===== src/design/ranl_pkg.sv =====
// shared types and constants for the residual add layer norm block
`timescale 1ns / 1ps

package ranl_pkg;

   // field and datapath widths
   localparam int DATA_W  = 16;
   localparam int SUM_W   = 17;
   localparam int TOTAL_W = 23;
   localparam int N_W     = 7;
   localparam int DEV_W   = 24;
   localparam int SQ_W    = 46;
   localparam int ACC_W   = 52;
   localparam int NN_W    = 14;
   localparam int DEN_W   = 27;
   localparam int DVD_W   = 54;
   localparam int RAD_W   = 41;
   localparam int RSTD_W  = 21;
   localparam int P1_W    = 46;
   localparam int PROD_W  = 62;
   localparam int ENTRY_W = SUM_W + 2 * DATA_W;

   // register indexes
   localparam logic [0:0] CSR_ROW_LENGTH = 1'b0;
   localparam logic [0:0] CSR_EPSILON    = 1'b1;

   typedef enum logic [4:0] {
      S_IDLE,
      S_V_RD,
      S_V_DEV,
      S_V_SQ,
      S_V_ACC,
      S_NN,
      S_DEN,
      S_DIV_VAR,
      S_W_VAR,
      S_VAR,
      S_DIV_RSTD,
      S_W_RSTD,
      S_SQRT,
      S_W_SQRT,
      S_O_RD,
      S_O_DEV,
      S_O_M1,
      S_O_M2,
      S_DIV_Y,
      S_W_Y,
      S_EMIT
   } state_type;

   typedef enum logic [3:0] {
      OP_NONE,
      OP_LOAD,
      OP_DEV,
      OP_SQ,
      OP_ACC,
      OP_NN,
      OP_DEN,
      OP_DIV_VAR,
      OP_VAR,
      OP_DIV_RSTD,
      OP_SQRT,
      OP_M1,
      OP_M2,
      OP_DIV_Y,
      OP_EMIT
   } op_type;

   typedef struct packed {
      op_type op;
      logic   last;
   } dp_cmd_type;

   typedef struct packed {
      logic div_busy;
      logic sqrt_busy;
      logic out_free;
   } dp_status_type;

endpackage


===== src/design/ranl_ctrl.sv =====
// sequencer for load, variance pass, rstd and output pass
`timescale 1ns / 1ps

module ranl_ctrl #(
   parameter int MAX_ROW = 64,
   parameter int ADDR_W  = 6
) (
   input  logic                         clock,
   input  logic                         reset,
   input  logic                         req_valid,
   output logic                         req_stall,
   input  logic [ranl_pkg::N_W-1:0]     row_length,
   input  ranl_pkg::dp_status_type      status,
   output ranl_pkg::dp_cmd_type         cmd,
   output logic [ADDR_W-1:0]            addr,
   output logic [ranl_pkg::N_W-1:0]     n
);

   localparam logic [ranl_pkg::N_W-1:0] MAX_N = ranl_pkg::N_W'(MAX_ROW);

   ranl_pkg::state_type state_ff, state_in;
   logic [ranl_pkg::N_W-1:0] count_ff, count_in;
   logic [ranl_pkg::N_W-1:0] idx_ff, idx_in;
   logic [ranl_pkg::N_W-1:0] n_ff, n_in;
   logic [ranl_pkg::N_W-1:0] eff_len;
   logic                     accept;
   logic                     last_idx;

   // effective row length with out-of-range values folded in
   always_comb begin
      if (row_length == '0) begin
         eff_len = ranl_pkg::N_W'(1);
      end else if (row_length > MAX_N) begin
         eff_len = MAX_N;
      end else begin
         eff_len = row_length;
      end
   end

   assign accept   = req_valid && !req_stall;
   assign last_idx = (idx_ff == n_ff - 1'b1);

   always_ff @(posedge clock) begin
      if (reset) begin
         state_ff <= ranl_pkg::S_IDLE;
         count_ff <= '0;
         idx_ff   <= '0;
         n_ff     <= '0;
      end else begin
         state_ff <= state_in;
         count_ff <= count_in;
         idx_ff   <= idx_in;
         n_ff     <= n_in;
      end
   end

   // next state and datapath commands
   always_comb begin
      state_in = state_ff;
      count_in = count_ff;
      idx_in   = idx_ff;
      n_in     = n_ff;
      cmd.op   = ranl_pkg::OP_NONE;
      cmd.last = last_idx;
      unique case (state_ff)
         ranl_pkg::S_IDLE: begin
            if (accept) begin
               cmd.op = ranl_pkg::OP_LOAD;
               if (count_ff + 1'b1 >= eff_len) begin
                  n_in     = count_ff + 1'b1;
                  idx_in   = '0;
                  state_in = ranl_pkg::S_V_RD;
               end else begin
                  count_in = count_ff + 1'b1;
               end
            end
         end
         ranl_pkg::S_V_RD: state_in = ranl_pkg::S_V_DEV;
         ranl_pkg::S_V_DEV: begin
            cmd.op   = ranl_pkg::OP_DEV;
            state_in = ranl_pkg::S_V_SQ;
         end
         ranl_pkg::S_V_SQ: begin
            cmd.op   = ranl_pkg::OP_SQ;
            state_in = ranl_pkg::S_V_ACC;
         end
         ranl_pkg::S_V_ACC: begin
            cmd.op = ranl_pkg::OP_ACC;
            if (last_idx) begin
               idx_in   = '0;
               state_in = ranl_pkg::S_NN;
            end else begin
               idx_in   = idx_ff + 1'b1;
               state_in = ranl_pkg::S_V_RD;
            end
         end
         ranl_pkg::S_NN: begin
            cmd.op   = ranl_pkg::OP_NN;
            state_in = ranl_pkg::S_DEN;
         end
         ranl_pkg::S_DEN: begin
            cmd.op   = ranl_pkg::OP_DEN;
            state_in = ranl_pkg::S_DIV_VAR;
         end
         ranl_pkg::S_DIV_VAR: begin
            cmd.op   = ranl_pkg::OP_DIV_VAR;
            state_in = ranl_pkg::S_W_VAR;
         end
         ranl_pkg::S_W_VAR: begin
            if (!status.div_busy) begin
               state_in = ranl_pkg::S_VAR;
            end
         end
         ranl_pkg::S_VAR: begin
            cmd.op   = ranl_pkg::OP_VAR;
            state_in = ranl_pkg::S_DIV_RSTD;
         end
         ranl_pkg::S_DIV_RSTD: begin
            cmd.op   = ranl_pkg::OP_DIV_RSTD;
            state_in = ranl_pkg::S_W_RSTD;
         end
         ranl_pkg::S_W_RSTD: begin
            if (!status.div_busy) begin
               state_in = ranl_pkg::S_SQRT;
            end
         end
         ranl_pkg::S_SQRT: begin
            cmd.op   = ranl_pkg::OP_SQRT;
            state_in = ranl_pkg::S_W_SQRT;
         end
         ranl_pkg::S_W_SQRT: begin
            if (!status.sqrt_busy) begin
               state_in = ranl_pkg::S_O_RD;
            end
         end
         ranl_pkg::S_O_RD: state_in = ranl_pkg::S_O_DEV;
         ranl_pkg::S_O_DEV: begin
            cmd.op   = ranl_pkg::OP_DEV;
            state_in = ranl_pkg::S_O_M1;
         end
         ranl_pkg::S_O_M1: begin
            cmd.op   = ranl_pkg::OP_M1;
            state_in = ranl_pkg::S_O_M2;
         end
         ranl_pkg::S_O_M2: begin
            cmd.op   = ranl_pkg::OP_M2;
            state_in = ranl_pkg::S_DIV_Y;
         end
         ranl_pkg::S_DIV_Y: begin
            cmd.op   = ranl_pkg::OP_DIV_Y;
            state_in = ranl_pkg::S_W_Y;
         end
         ranl_pkg::S_W_Y: begin
            if (!status.div_busy) begin
               state_in = ranl_pkg::S_EMIT;
            end
         end
         ranl_pkg::S_EMIT: begin
            if (status.out_free) begin
               cmd.op = ranl_pkg::OP_EMIT;
               if (last_idx) begin
                  count_in = '0;
                  state_in = ranl_pkg::S_IDLE;
               end else begin
                  idx_in   = idx_ff + 1'b1;
                  state_in = ranl_pkg::S_O_RD;
               end
            end
         end
         default: state_in = ranl_pkg::S_IDLE;
      endcase
   end

   assign req_stall = (state_ff != ranl_pkg::S_IDLE);
   assign addr      = (state_ff == ranl_pkg::S_IDLE) ? count_ff[ADDR_W-1:0]
                                                     : idx_ff[ADDR_W-1:0];
   assign n         = n_ff;

   // a result goes out only into a free output register
   a_emit_free: assert property (@(posedge clock) disable iff (reset)
      cmd.op == ranl_pkg::OP_EMIT |-> status.out_free)
      else $error("emit while output register is occupied");

   // the divider is never restarted while it runs
   a_div_idle: assert property (@(posedge clock) disable iff (reset)
      (cmd.op == ranl_pkg::OP_DIV_VAR || cmd.op == ranl_pkg::OP_DIV_RSTD ||
       cmd.op == ranl_pkg::OP_DIV_Y) |-> !status.div_busy)
      else $error("divider started while busy");

   // a row in progress has a length within the buffer
   a_row_len: assert property (@(posedge clock) disable iff (reset)
      state_ff != ranl_pkg::S_IDLE |-> (n_ff != '0 && n_ff <= MAX_N))
      else $error("row length out of range");

   // the last result of a row hands control back to loading
   a_row_end: assert property (@(posedge clock) disable iff (reset)
      (cmd.op == ranl_pkg::OP_EMIT && cmd.last) |=>
         (state_ff == ranl_pkg::S_IDLE && count_ff == '0))
      else $error("row did not close after its last result");

endmodule


===== config.mk =====
export PLATFORM = sky130hd
export DESIGN_NAME = ranl_ctrl
export DESIGN_NICKNAME = d
export VERILOG_FILES = /design/src/design/ranl_pkg.sv /design/src/design/ranl_ctrl.sv
export SDC_FILE = /design/constraint.sdc
export NUM_CORES = 1
export LEC_CHECK = 0
export BUFFER_PORTS_ARGS = -buffer_cell sky130_fd_sc_hd__buf_2
export CORE_UTILIZATION = 54
export CTS_BUF_LIST = sky130_fd_sc_hd__clkbuf_8
export DETAILED_ROUTE_END_ITERATION = 16
export HOLD_SLACK_MARGIN = 0.08
export PLACE_DENSITY_LB_ADDON = 0.05
export SYNTH_ARGS = -nofsm -noshare
export SYNTH_HDL_FRONTEND = slang
export SYNTH_SLANG_ARGS = --single-unit

===== constraint.sdc =====
create_clock -name clock -period 2.7 [get_ports clock]
set_clock_uncertainty 0.05 [all_clocks]
set_input_delay 0 -clock clock [delete_from_list [all_inputs] [get_ports clock]]
set_output_delay 0 -clock clock [all_outputs]
set_load 0.01 [all_outputs]

==> results of run 1 <==
[cell usage in the layout (no fill, tap or decap), drive strengths merged, types with 3 or more instances in the layout]
cell type and count:
nand3b 4, mux2 7, buf 54, nand2 26
nor3 17, nand3 9, a211oi 4, ha 10
nor3b 5, xor2 4, clkbuf 3, o21ai 21
o221ai 5, a21oi 24, nor2b 7, a31oi 5
dfxtp 26, a311oi 4, nor2 28, inv 17
and2 3, and3 3, xnor2 10
[sequential cells by signal (all words and copies together), names as in the netlist]
signal    count
count_ff      7
idx_ff        7
n             7
state_ff      5
[worst max path at each step]
stage,from,end,depth (start not counted)
2_1_floorplan,count_ff[0]$_SDFFE_PP0P_,state_ff[3]$_SDFFE_PP0P_,10
4_1_cts,count_ff[0]$_SDFFE_PP0P_,idx_ff[5]$_SDFFE_PP0P_,10
3_5_place_dp,count_ff[0]$_SDFFE_PP0P_,idx_ff[5]$_SDFFE_PP0P_,10
3_3_place_gp,count_ff[0]$_SDFFE_PP0P_,idx_ff[5]$_SDFFE_PP0P_,10
6_report,count_ff[0]$_SDFFE_PP0P_,count_ff[2]$_SDFFE_PP0P_,11
5_1_grt,count_ff[0]$_SDFFE_PP0P_,count_ff[6]$_SDFFE_PP0P_,11
[power by group through the flow]
stage	clock network, mW	logic (mW)	registers (mW)
detailed placement	0	0.884	0.516
CTS	0.342	0.890	0.506
global placement	0	0.877	0.516
finish	0.341	0.957	0.510
floorplan	0	0.628	0.483
global route	0.353	1.04	0.522
[repair_timing]
item,CTS,global route
setup buffers,0,1
setup endpoints to repair,0,22
endpoints found under the hold margin,4,0
hold buffers,1,0
resized for setup,0,15
[area by class of cell]
| cell class | instances | area share, % |
|---|---|---|
| clock buffer | 3 | 1.58 |
| clock inverter | 1 | 1.15 |
| inverter | 17 | 2.45 |
| multi-input combinational | 229 | 59.4 |
| sequential | 26 | 20.1 |
| tap | 48 | 2.30 |
| timing repair buffer | 55 | 13.0 |
[worst max-delay path, stage by stage (launching register included)]
cell and delay [ps]:
dfxtp_1 340, ha_1 230, buf_4 160, xor2_2 150, ha_1 310, a21oi_1 160
o21ai_2 90, buf_4 150, a211oi_4 260, buf_2 210, a21oi_1 70, a211oi_1 250
[layer usage]
metal  vias to the layer above  share of wire, %  track usage, %
met2                        80                45            43.2
met1                      1079                48            39.0
met3                        12               5.1            3.47
met5                         -                 0               0
li1                       1148                 -               -
met4                         0               1.4            7.88
[logic make-up (layout without fill, tap and decap cells)]
group	Yosys count	in the layout	synth area share, %
buf+inv	32	76	7.26
compound gates	87	87	26.9
simple gates	110	110	26.4
mux	8	8	4.06
fa+ha+maj	10	10	5.72
flops	26	26	23.8
xor+xnor	14	14	5.95
[stage by stage]
| step | area, µm² | std cells |
|---|---|---|
| detailed placement | 2470 | 372 |
| global route | 2610 | 379 |
| global placement | 2470 | 372 |
| CTS | 2550 | 377 |
| floorplan | 2190 | 287 |
| finish | 2610 | 379 |
==> summary.txt, run 1 <==
Status
  – Status: completed

Timing
  – Worst-Margin Slew: 536 ps
  – Max Freq: 0.395 GHz
  – Period minus WS final: 2530 ps
  – RSZ-0062 raised after global routing: yes
  – Period utilization: 93.8%
  – Slew Viols, Final: 0
  – TNS Setup: 0 ps
  – Hold Fails Final Rpt: 0
  – Hold WS: 105 ps
  – Final worst slack: 168 ps
  – Max_slew headroom: 64.2%
  – Final setup vio count: 0

Synthesis
  – Syn avg cell area: 7.62 µm²
  – Sequential fraction of the synthesis area: 23.8%
  – Post-synth top area share: 23.8%
  – Async S/R FF share, synth: 0%
  – Synth Warn #: 0
  – Post-synth top cells: nor2_1 (28), dfxtp_1 (26), nand2_1 (25)
  – Mapped cell area: 0.00219 mm²
  – Synth area leader: dfxtp_1
  – Synth unique cells: 62
  – Seq cells post-synth: 26
  – Cells after synthesis: 287
  – Dominant cells by area after synthesis: dfxtp_1 (24%), ha_1 (5.7%), a21oi_1 (5.5%)
  – Synth Flop Type: dfxtp_1
  – Most common cell in the netlist: nor2_1
  – Syn Nets: 310
  – Number of flops mapped to enable cells by yosys: 0

Layout
  – Multi-input combinational cell area: 0.00155 mm²
  – Filler Cell Count: 321
  – Ant diodes: 0
  – Syn-to-layout area delta: 19.2%
  – Share of post-route cells with drive strength above 1: 26.3%
  – Reg area: 526 µm²
  – Fin util: 69.2%
  – Layout net count: 355

Global routing
  – Largest net degree at the start of global routing: 19
  – Vias in the first global route: 2000
  – Global-route wire length before repair: 9.34 mm
  – Initial antenna violation count: 0
  – Overflow after GRT: 0
  – GRT Total Usage: 27.6%

Pwr
  – Final Power: 1.81 mW
  – VDD IR max: 0.483 mV
  – Logic gate share of total power: 52.9%
  – Flop pwr share: 28.2%
  – Internal power: 1.05 mW
  – Leakage: 1.02 nW
  – Pwr dens: 693 mW/mm²
  – NetSw: 760 µW
  – Sw frac: 42.0%
  – Clock Power Share: 18.8%

Critical path
  – R2r setup slk: 170 ps
  – Worst path required time: 2830 ps
  – Kind of end point of the critical path: flop
  – Startpoint types: flop
  – R2r endpoint: count_ff[2]$_SDFFE_PP0P_
  – Maximum fanout along the worst path: 5
  – Reg2Reg Depth: 11
  – Setup CP Type: flop to flop
  – Worst r2r src: count_ff[0]$_SDFFE_PP0P_
  – Crit path DAT: 2670 ps

Clock network
  – TritonCTS clock tree: yes
  – Clk pin slew, worst setup/hold paths: 100 ps
  – Root buffer cell: clkbuf_8
  – CTS sink count: 26
  – CTS max path bufs: 2
  – Clock Latency Late Sink: 280 ps
  – H-tree depth: 1
  – Number of buffers created by CTS: 3

Run
  – Number of max-cap violations: 0

Placed design
  – IO buf count: 31
  – HPWL after DPL: 4.17 mm
  – Place WS: 69.5 ps
  – Gpl congestion: 0.871

Floorplan
  – Row cnt: 22
  – Die W: 65.7 µm
  – Die height: 65.7 µm
  – Die area: 0.00431 mm²
  – I/O Pins: 32
  – Core area: 0.00377 mm²
  – Initial core utilization: 58.0%

Route
  – ANT nets after route: 0
  – Drt drc: 0
  – Initial DRC Count: 152
  – Routed WL per cell: 15.0 µm
  – Via/cell ratio: 6.12
  – Vias: 2319
  – DRT Pass-1 Iters: 5
  – Total wire length: 5.70 mm

Hold path
  – Hold Crit Start: status[1]
  – Hold Crit Class: input pin to flop
  – Hold path endpoint: state_ff[0]$_SDFFE_PP0P_
  – Hold depth: 5
(Power assumes the default switching activity.)
==> inputs of run 2 (changes only) <==
- ABC_AREA: default -> 1
==> run 2 against run 1 <==
  * Critical path depth is 3 higher
  * Via count is 11% higher
  * Combinational power is 110% higher
  * Largest cell class unchanged
  * Wire length is 8.6% higher
  * Sequential power is 30% higher
  * Critical endpoint is now state_ff[4]$_SDFFE_PP0P_
  * Flip-flop and latch count stayed put
  * Hold slack worse by 20 ps
  * Final area is 1.8% higher
  * Critical path type unchanged
  * Total power is 61% higher
==> summary.txt, run 2 <==
Floorplan
  – Initial core utilization: 57.1%
  – Die height: 67.5 µm
  – Die area: 0.00455 mm²
  – I/O Pins: 32
  – Die W: 67.5 µm
  – Core area: 0.00406 mm²
  – Row cnt: 23

Layout
  – Ant diodes: 0
  – Share of post-route cells with drive strength above 1: 18.6%
  – Most common cell after layout, fill and taps aside: nand2_1
  – Non-filler instance count after layout: 463
  – Syn-to-layout area delta: 14.6%
  – Multi-input combinational cell area: 0.00158 mm²
  – Most frequent cells in the layout: nand2_1 (102), inv_1 (49), nor2_1 (40), buf_2 (31), dfxtp_1 (25)
  – Filler Cell Count: 384
  – Reg area: 522 µm²
  – Layout net count: 438

Placed design
  – IO buf count: 31
  – Placed insts: 456
  – HPWL after DPL: 4.73 mm
  – Gpl congestion: 0.983

Synthesis
  – Cells after synthesis: 377
  – Synth area leader: dfxtp_1
  – Number of flops mapped to enable cells by yosys: 0
  – Synth unique cells: 38
  – Dominant cells by area after synthesis: dfxtp_1 (22%), nand2_1 (17%), inv_1 (7.9%)
  – Sequential fraction of the synthesis area: 22.5%
  – Mapped cell area: 0.00232 mm²
  – Post-synth top area share: 22.5%
  – Syn Nets: 400
  – Async S/R FF share, synth: 0%
  – Synth Warn #: 0
  – Seq cells post-synth: 26
  – Syn avg cell area: 6.14 µm²
  – Most common cell in the netlist: nand2_1
  – Post-synth top cells: nand2_1 (105), inv_1 (49), nor2_1 (40)
  – Synth Flop Type: dfxtp_1

Clock network
  – TritonCTS clock tree: yes
  – CTS max path bufs: 2
  – Clock Latency Late Sink: 260 ps
  – H-tree depth: 1
  – CTS sink count: 26
  – Clk pin slew, worst setup/hold paths: 90 ps
  – Number of buffers created by CTS: 3
  – Root buffer cell: clkbuf_8

Route
  – ANT nets after route: 0
  – Routed WL per cell: 13.4 µm
  – DRT Pass-1 Iters: 4
  – Vias: 2566
  – Via/cell ratio: 5.54
  – Total wire length: 6.18 mm
  – Initial DRC Count: 253
  – Drt drc: 0

Global routing
  – M1 GR Usage: 37.7%
  – Met3 GRT Util: 2.53%
  – Largest net degree at the start of global routing: 23
  – Met2 global-route usage: 48.5%
  – Vias in the first global route: 2182
  – GRT Total Usage: 28.4%
  – Initial antenna violation count: 0
  – Overflow after GRT: 0
  – Global-route wire length before repair: 9.85 mm
  – Gr busiest metal: met2

Hold path
  – Hold Crit Start: status[2]
  – Hold path endpoint: state_ff[3]$_SDFFE_PP0P_
  – Hold depth: 5
  – Hold Crit Class: input pin to flop

Pwr
  – Leakage: 1.40 nW
  – VDD IR max: 0.505 mV
  – Pwr dens: 1100 mW/mm²

Status
  – Status: completed

Timing
  – Final setup vio count: 0
  – Slew Viols, Final: 0
  – Worst-Margin Slew: 651 ps
  – Max_slew headroom: 56.6%
  – Period utilization: 94.0%
  – Hold WS: 84.7 ps
  – Hold Fails Final Rpt: 0
  – Period minus WS final: 2540 ps
  – Max Freq: 0.394 GHz

Run
  – Number of max-cap violations: 0

Critical path
  – Maximum fanout along the worst path: 6
  – Kind of end point of the critical path: flop
  – Worst path required time: 2810 ps
  – Worst r2r src: count_ff[1]$_SDFFE_PP0P_
  – Reg2Reg Depth: 14
  – R2r setup slk: 160 ps
  – Crit path DAT: 2650 ps
  – Setup CP Type: flop to flop
  – Startpoint types: flop
  – R2r endpoint: state_ff[4]$_SDFFE_PP0P_
-- run 2: changes by cell type after synthesis, sizes merged, moves of 9 or more --
cell	previous run	this run
nor2	28	48
nand4	1	12
xnor2	10	1
nor3	17	4
nand2	26	112
nand3	9	27
inv	17	57
-- run 2: cell families (layout without fill, tap and decap cells) --
kind of cell               count (synthesis)  in the layout  share of synthesized area (%)
AOI/OAI and AO/OA                         61             61                           15.2
xor gates and xnor gates                   7              7                           2.65
adders and majority gates                 10             10                           5.40
buffers and inverters                     66            101                           11.3
DFF                                       26             26                           22.5
and+or+nand+nor                          207            208                           43.0
-- run 2: repair_timing --
action | 4_1_cts | 5_1_grt
hold buffers | 2 | 0
endpoints found under the hold margin | 5 | 0
buffers inserted | 0 | 1
endpoints found under the setup margin | 0 | 26
gates resized for setup | 0 | 10
-- run 2: per-layer routing --
metal	wire length [µm]	up-vias
met5	0	-
met4	139	0
met3	365	14
met2	2780	103
met1	2900	1148
li1	-	1301
-- run 2: worst max-delay path, cell delays in order, from the launching register on --
cell and delay, ps:
dfxtp_1 360, ha_2 190, nand3_1 120, nor3_2 150
xor2_1 220, ha_1 300, a21oi_1 190, o21a_1 160
nand3_2 90, nand2_1 90, nand2_2 130, nand2_4 140
inv_2 60, o21ai_1 110, a21oi_1 60
-- run 2: final cells by class --
type,count,share of cell area [%]
Clock buffer,3,1.56
Multi-Input combinational cell,286,59.6
Inverter,58,8.29
Tap cell,50,2.36
Timing Repair Buffer,40,8.58
Sequential cell,26,19.7
-- run 2: worst max-delay path by stage --
stage,slack [ps],endpoint,start,depth (start not counted)
CTS,30,state_ff[2]$_SDFFE_PP0P_,count_ff[0]$_SDFFE_PP0P_,14
finish,160,state_ff[4]$_SDFFE_PP0P_,count_ff[1]$_SDFFE_PP0P_,14
global placement,140,state_ff[4]$_SDFFE_PP0P_,count_ff[0]$_SDFFE_PP0P_,14
detailed placement,40,state_ff[2]$_SDFFE_PP0P_,count_ff[0]$_SDFFE_PP0P_,14
floorplan,250,n[2]$_SDFFE_PP0P_,count_ff[0]$_SDFFE_PP0P_,14
global route,-30,state_ff[0]$_SDFFE_PP0P_,count_ff[1]$_SDFFE_PP0P_,13
-- run 2: per-stage QoR --
stage | setup slack (ps) | area [µm²] | power (mW) | util, % | TNS (ps)
detailed placement | 42.9 | 2540 | 2.55 | 62.5 | 0
global route | -26.4 | 2660 | 3.19 | 65.4 | -58.7
global placement | 144 | 2540 | 2.53 | 62.5 | 0
floorplan | 252 | 2320 | 2.08 | - | 0
CTS | 32.5 | 2600 | 2.78 | 64.0 | 0
finish | 162 | 2660 | 2.91 | 65.4 | 0
-- run 2: report_power, final --
group	internal (mW)	switching, mW
combinational	0.742	1.28
clock	0.0998	0.120
sequential	0.512	0.151
==> inputs of run 3 (changes only) <==
- CELL_PAD_IN_SITES_DETAIL_PLACEMENT: default -> 1
- CELL_PAD_IN_SITES_GLOBAL_PLACEMENT: default -> 2
- CORE_UTILIZATION: 54 -> 28
==> run 3 against run 2 <==
  * Largest power group unchanged
  * Register-to-register slack better by 40 ps
  * Combinational power hardly changed
  * Via count is 2.8% lower
  * Count of clock-buffer cells in the layout is 1 higher
  * First-iteration DRC count is 73% lower
  * Sequential power is 0.9% higher
  * Largest cell class unchanged
  * Non-clock buffer count is 3 higher
  * Wire length is 24% higher
==> summary.txt, run 3 (synthesis results as in run 2) <==
Run
  – Number of max-cap violations: 0

Critical path
  – R2r endpoint: state_ff[4]$_SDFFE_PP0P_
  – Kind of end point of the critical path: flop
  – Worst r2r src: count_ff[0]$_SDFFE_PP0P_
  – R2r setup slk: 200 ps
  – Startpoint types: flop
  – Maximum fanout along the worst path: 6
  – Crit path DAT: 2630 ps
  – Setup CP Type: flop to flop
  – Worst Path Buf+Inv: 1
  – Worst path required time: 2830 ps
  – Reg2Reg Depth: 14
  – Critical path, cell by cell: ha_1, nand3_1, nor3_2, xor2_1, ha_1, a21oi_1, o21a_1, nand3_2, nand2_1, nand2_2, nand2_2, inv_2, o21ai_1, a21oi_1
  – CP peak stage delay: 370 ps
  – Critical path's top delay family: simple AND/OR/NAND/NOR gates
  – CP max-delay cell: dfxtp_2

Hold path
  – Hold Crit Class: input pin to flop
  – Hold Crit Start: status[2]
  – Hold path endpoint: state_ff[0]$_SDFFE_PP0P_
  – Hold depth: 4

Clock network
  – Root buffer cell: clkbuf_8
  – H-tree depth: 1
  – TritonCTS clock tree: yes
  – CTS max path bufs: 2
  – Number of buffers created by CTS: 3
  – Post-CTS Setup Bufs: 0
  – Clk pin slew, worst setup/hold paths: 110 ps
  – Clock Latency Late Sink: 280 ps
  – CTS sink count: 26

Pwr
  – VDD IR max: 0.290 mV
  – Logic gate share of total power: 68.5%
  – Flop pwr share: 22.3%
  – Internal power: 1.38 mW
  – NetSw: 1.62 mW
  – Sw frac: 53.9%
  – Clock Power Share: 9.2%
  – Leakage: 1.43 nW
  – Pwr dens: 1090 mW/mm²

Layout
  – Layout net count: 440
  – Fin util: 35.0%
  – Syn-to-layout area delta: 18.5%
  – Filler Cell Count: 1067
  – Share of post-route cells with drive strength above 1: 19.2%
  – Most frequent cells in the layout: nand2_1 (102), inv_1 (49), nor2_1 (40), buf_2 (31)
  – Most common cell after layout, fill and taps aside: nand2_1
  – Ant diodes: 0

Timing
  – TNS Setup: 0 ps
  – Max Freq: 0.400 GHz
  – Hold Fails Final Rpt: 0
  – Period utilization: 92.6%
  – Period minus WS final: 2500 ps
  – RSZ-0062 raised after global routing: yes
  – Slew Viols, Final: 0
  – Worst-Margin Slew: 736 ps
  – Final worst slack: 199 ps
  – Final setup vio count: 0
  – Max_slew headroom: 50.9%
  – Hold WS: 87.6 ps

Placed design
  – Place WS: -4.31 ps
  – IO buf count: 31
  – Gpl congestion: 0.795
  – HPWL after DPL: 6.25 mm

Global routing
  – Initial antenna violation count: 0
  – Largest net degree at the start of global routing: 23
  – GRT Total Usage: 19.1%
  – Vias in the first global route: 2581
  – Overflow after GRT: 0
  – Global-route wire length before repair: 12.9 mm

Status
  – Status: completed

Route
  – Routed WL per cell: 14.8 µm
  – Initial DRC Count: 68
  – DRT Pass-1 Iters: 4
  – Drt drc: 0
  – ANT nets after route: 0
  – Vias: 2495
  – Via/cell ratio: 4.82
  – Total wire length: 7.66 mm

Floorplan
  – I/O Pins: 32
  – Die area: 0.00864 mm²
  – Row cnt: 32
  – Initial core utilization: 29.5%
  – Die height: 92.9 µm
  – Core area: 0.00785 mm²
  – Die W: 92.9 µm
[run 3: cell count changes in the layout (fill, tap and decap cells not counted)]
cell,change
buf_4,+3
clkbuf_8,+1
dfxtp_1,-1
dfxtp_2,+1
ha_1,+1
ha_2,-1
nand3_2,-1
[run 3: final cells by class]
cell class	instances	area (µm²)	share of cell area, %
Tap cell	102	128	4.65
Multi-Input combinational cell	285	1570	57.2
Timing Repair Buffer	43	250	9.12
Sequential cell	26	523	19.1
Clock buffer	4	55.1	2.01
Inverter	58	220	8.02
[run 3: worst max path at each step]
stage / start / endpoint / slack [ps] / cells past startpoint
final: count_ff[0]$_SDFFE_PP0P_ / state_ff[4]$_SDFFE_PP0P_ / 200 / 14
after global routing: count_ff[0]$_SDFFE_PP0P_ / state_ff[2]$_SDFFE_PP0P_ / -40 / 14
after CTS: count_ff[0]$_SDFFE_PP0P_ / state_ff[4]$_SDFFE_PP0P_ / -30 / 14
after detailed placement: count_ff[0]$_SDFFE_PP0P_ / state_ff[2]$_SDFFE_PP0P_ / -4 / 14
after global placement: count_ff[0]$_SDFFE_PP0P_ / state_ff[4]$_SDFFE_PP0P_ / 20 / 14
after floorplan: count_ff[0]$_SDFFE_PP0P_ / n[2]$_SDFFE_PP0P_ / 250 / 14
[run 3: power groups by stage]
stage                     Combinational [mW]  Clock (mW)  Sequential, mW
final                                   2.05       0.276           0.669
after global routing                    2.37       0.307           0.689
after CTS                               2.04       0.284           0.666
after detailed placement                2.01           0           0.675
after global placement                  2.00           0           0.673
after floorplan                         1.44           0           0.642
[run 3: worst min-delay path: stages]
cell	delay (ps)
buf_2	80
a21oi_1	80
nand2_2	130
a21oi_1	80
[run 3: what timing repair did]
item,in CTS,in global routing
hold endpoints to repair,5,0
pin swaps,0,2
endpoints found under the setup margin,6,26
resized for setup,1,9
cloned,0,0
hold buffers,2,0
[run 3: stage by stage]
stage | cell area [µm²] | std cells | total power [mW]
6_report | 2750 | 518 | 3.00
5_1_grt | 2750 | 518 | 3.37
4_1_cts | 2710 | 518 | 2.99
3_5_place_dp | 2630 | 512 | 2.69
3_3_place_gp | 2630 | 512 | 2.67
2_1_floorplan | 2320 | 377 | 2.08
[run 3: routing by layer]
| metal | routed length [µm] | up-vias | GRT usage, % | part of all wire, % |
|---|---|---|---|---|
| li1 | - | 1300 | - | - |
| met1 | 3900 | 1159 | 25.4 | 51 |
| met2 | 3500 | 30 | 32.5 | 46 |
| met3 | 200 | 6 | 2.38 | 2.6 |
| met4 | 61 | 0 | 4.87 | 0.80 |
| met5 | 0 | - | 0 | 0 |
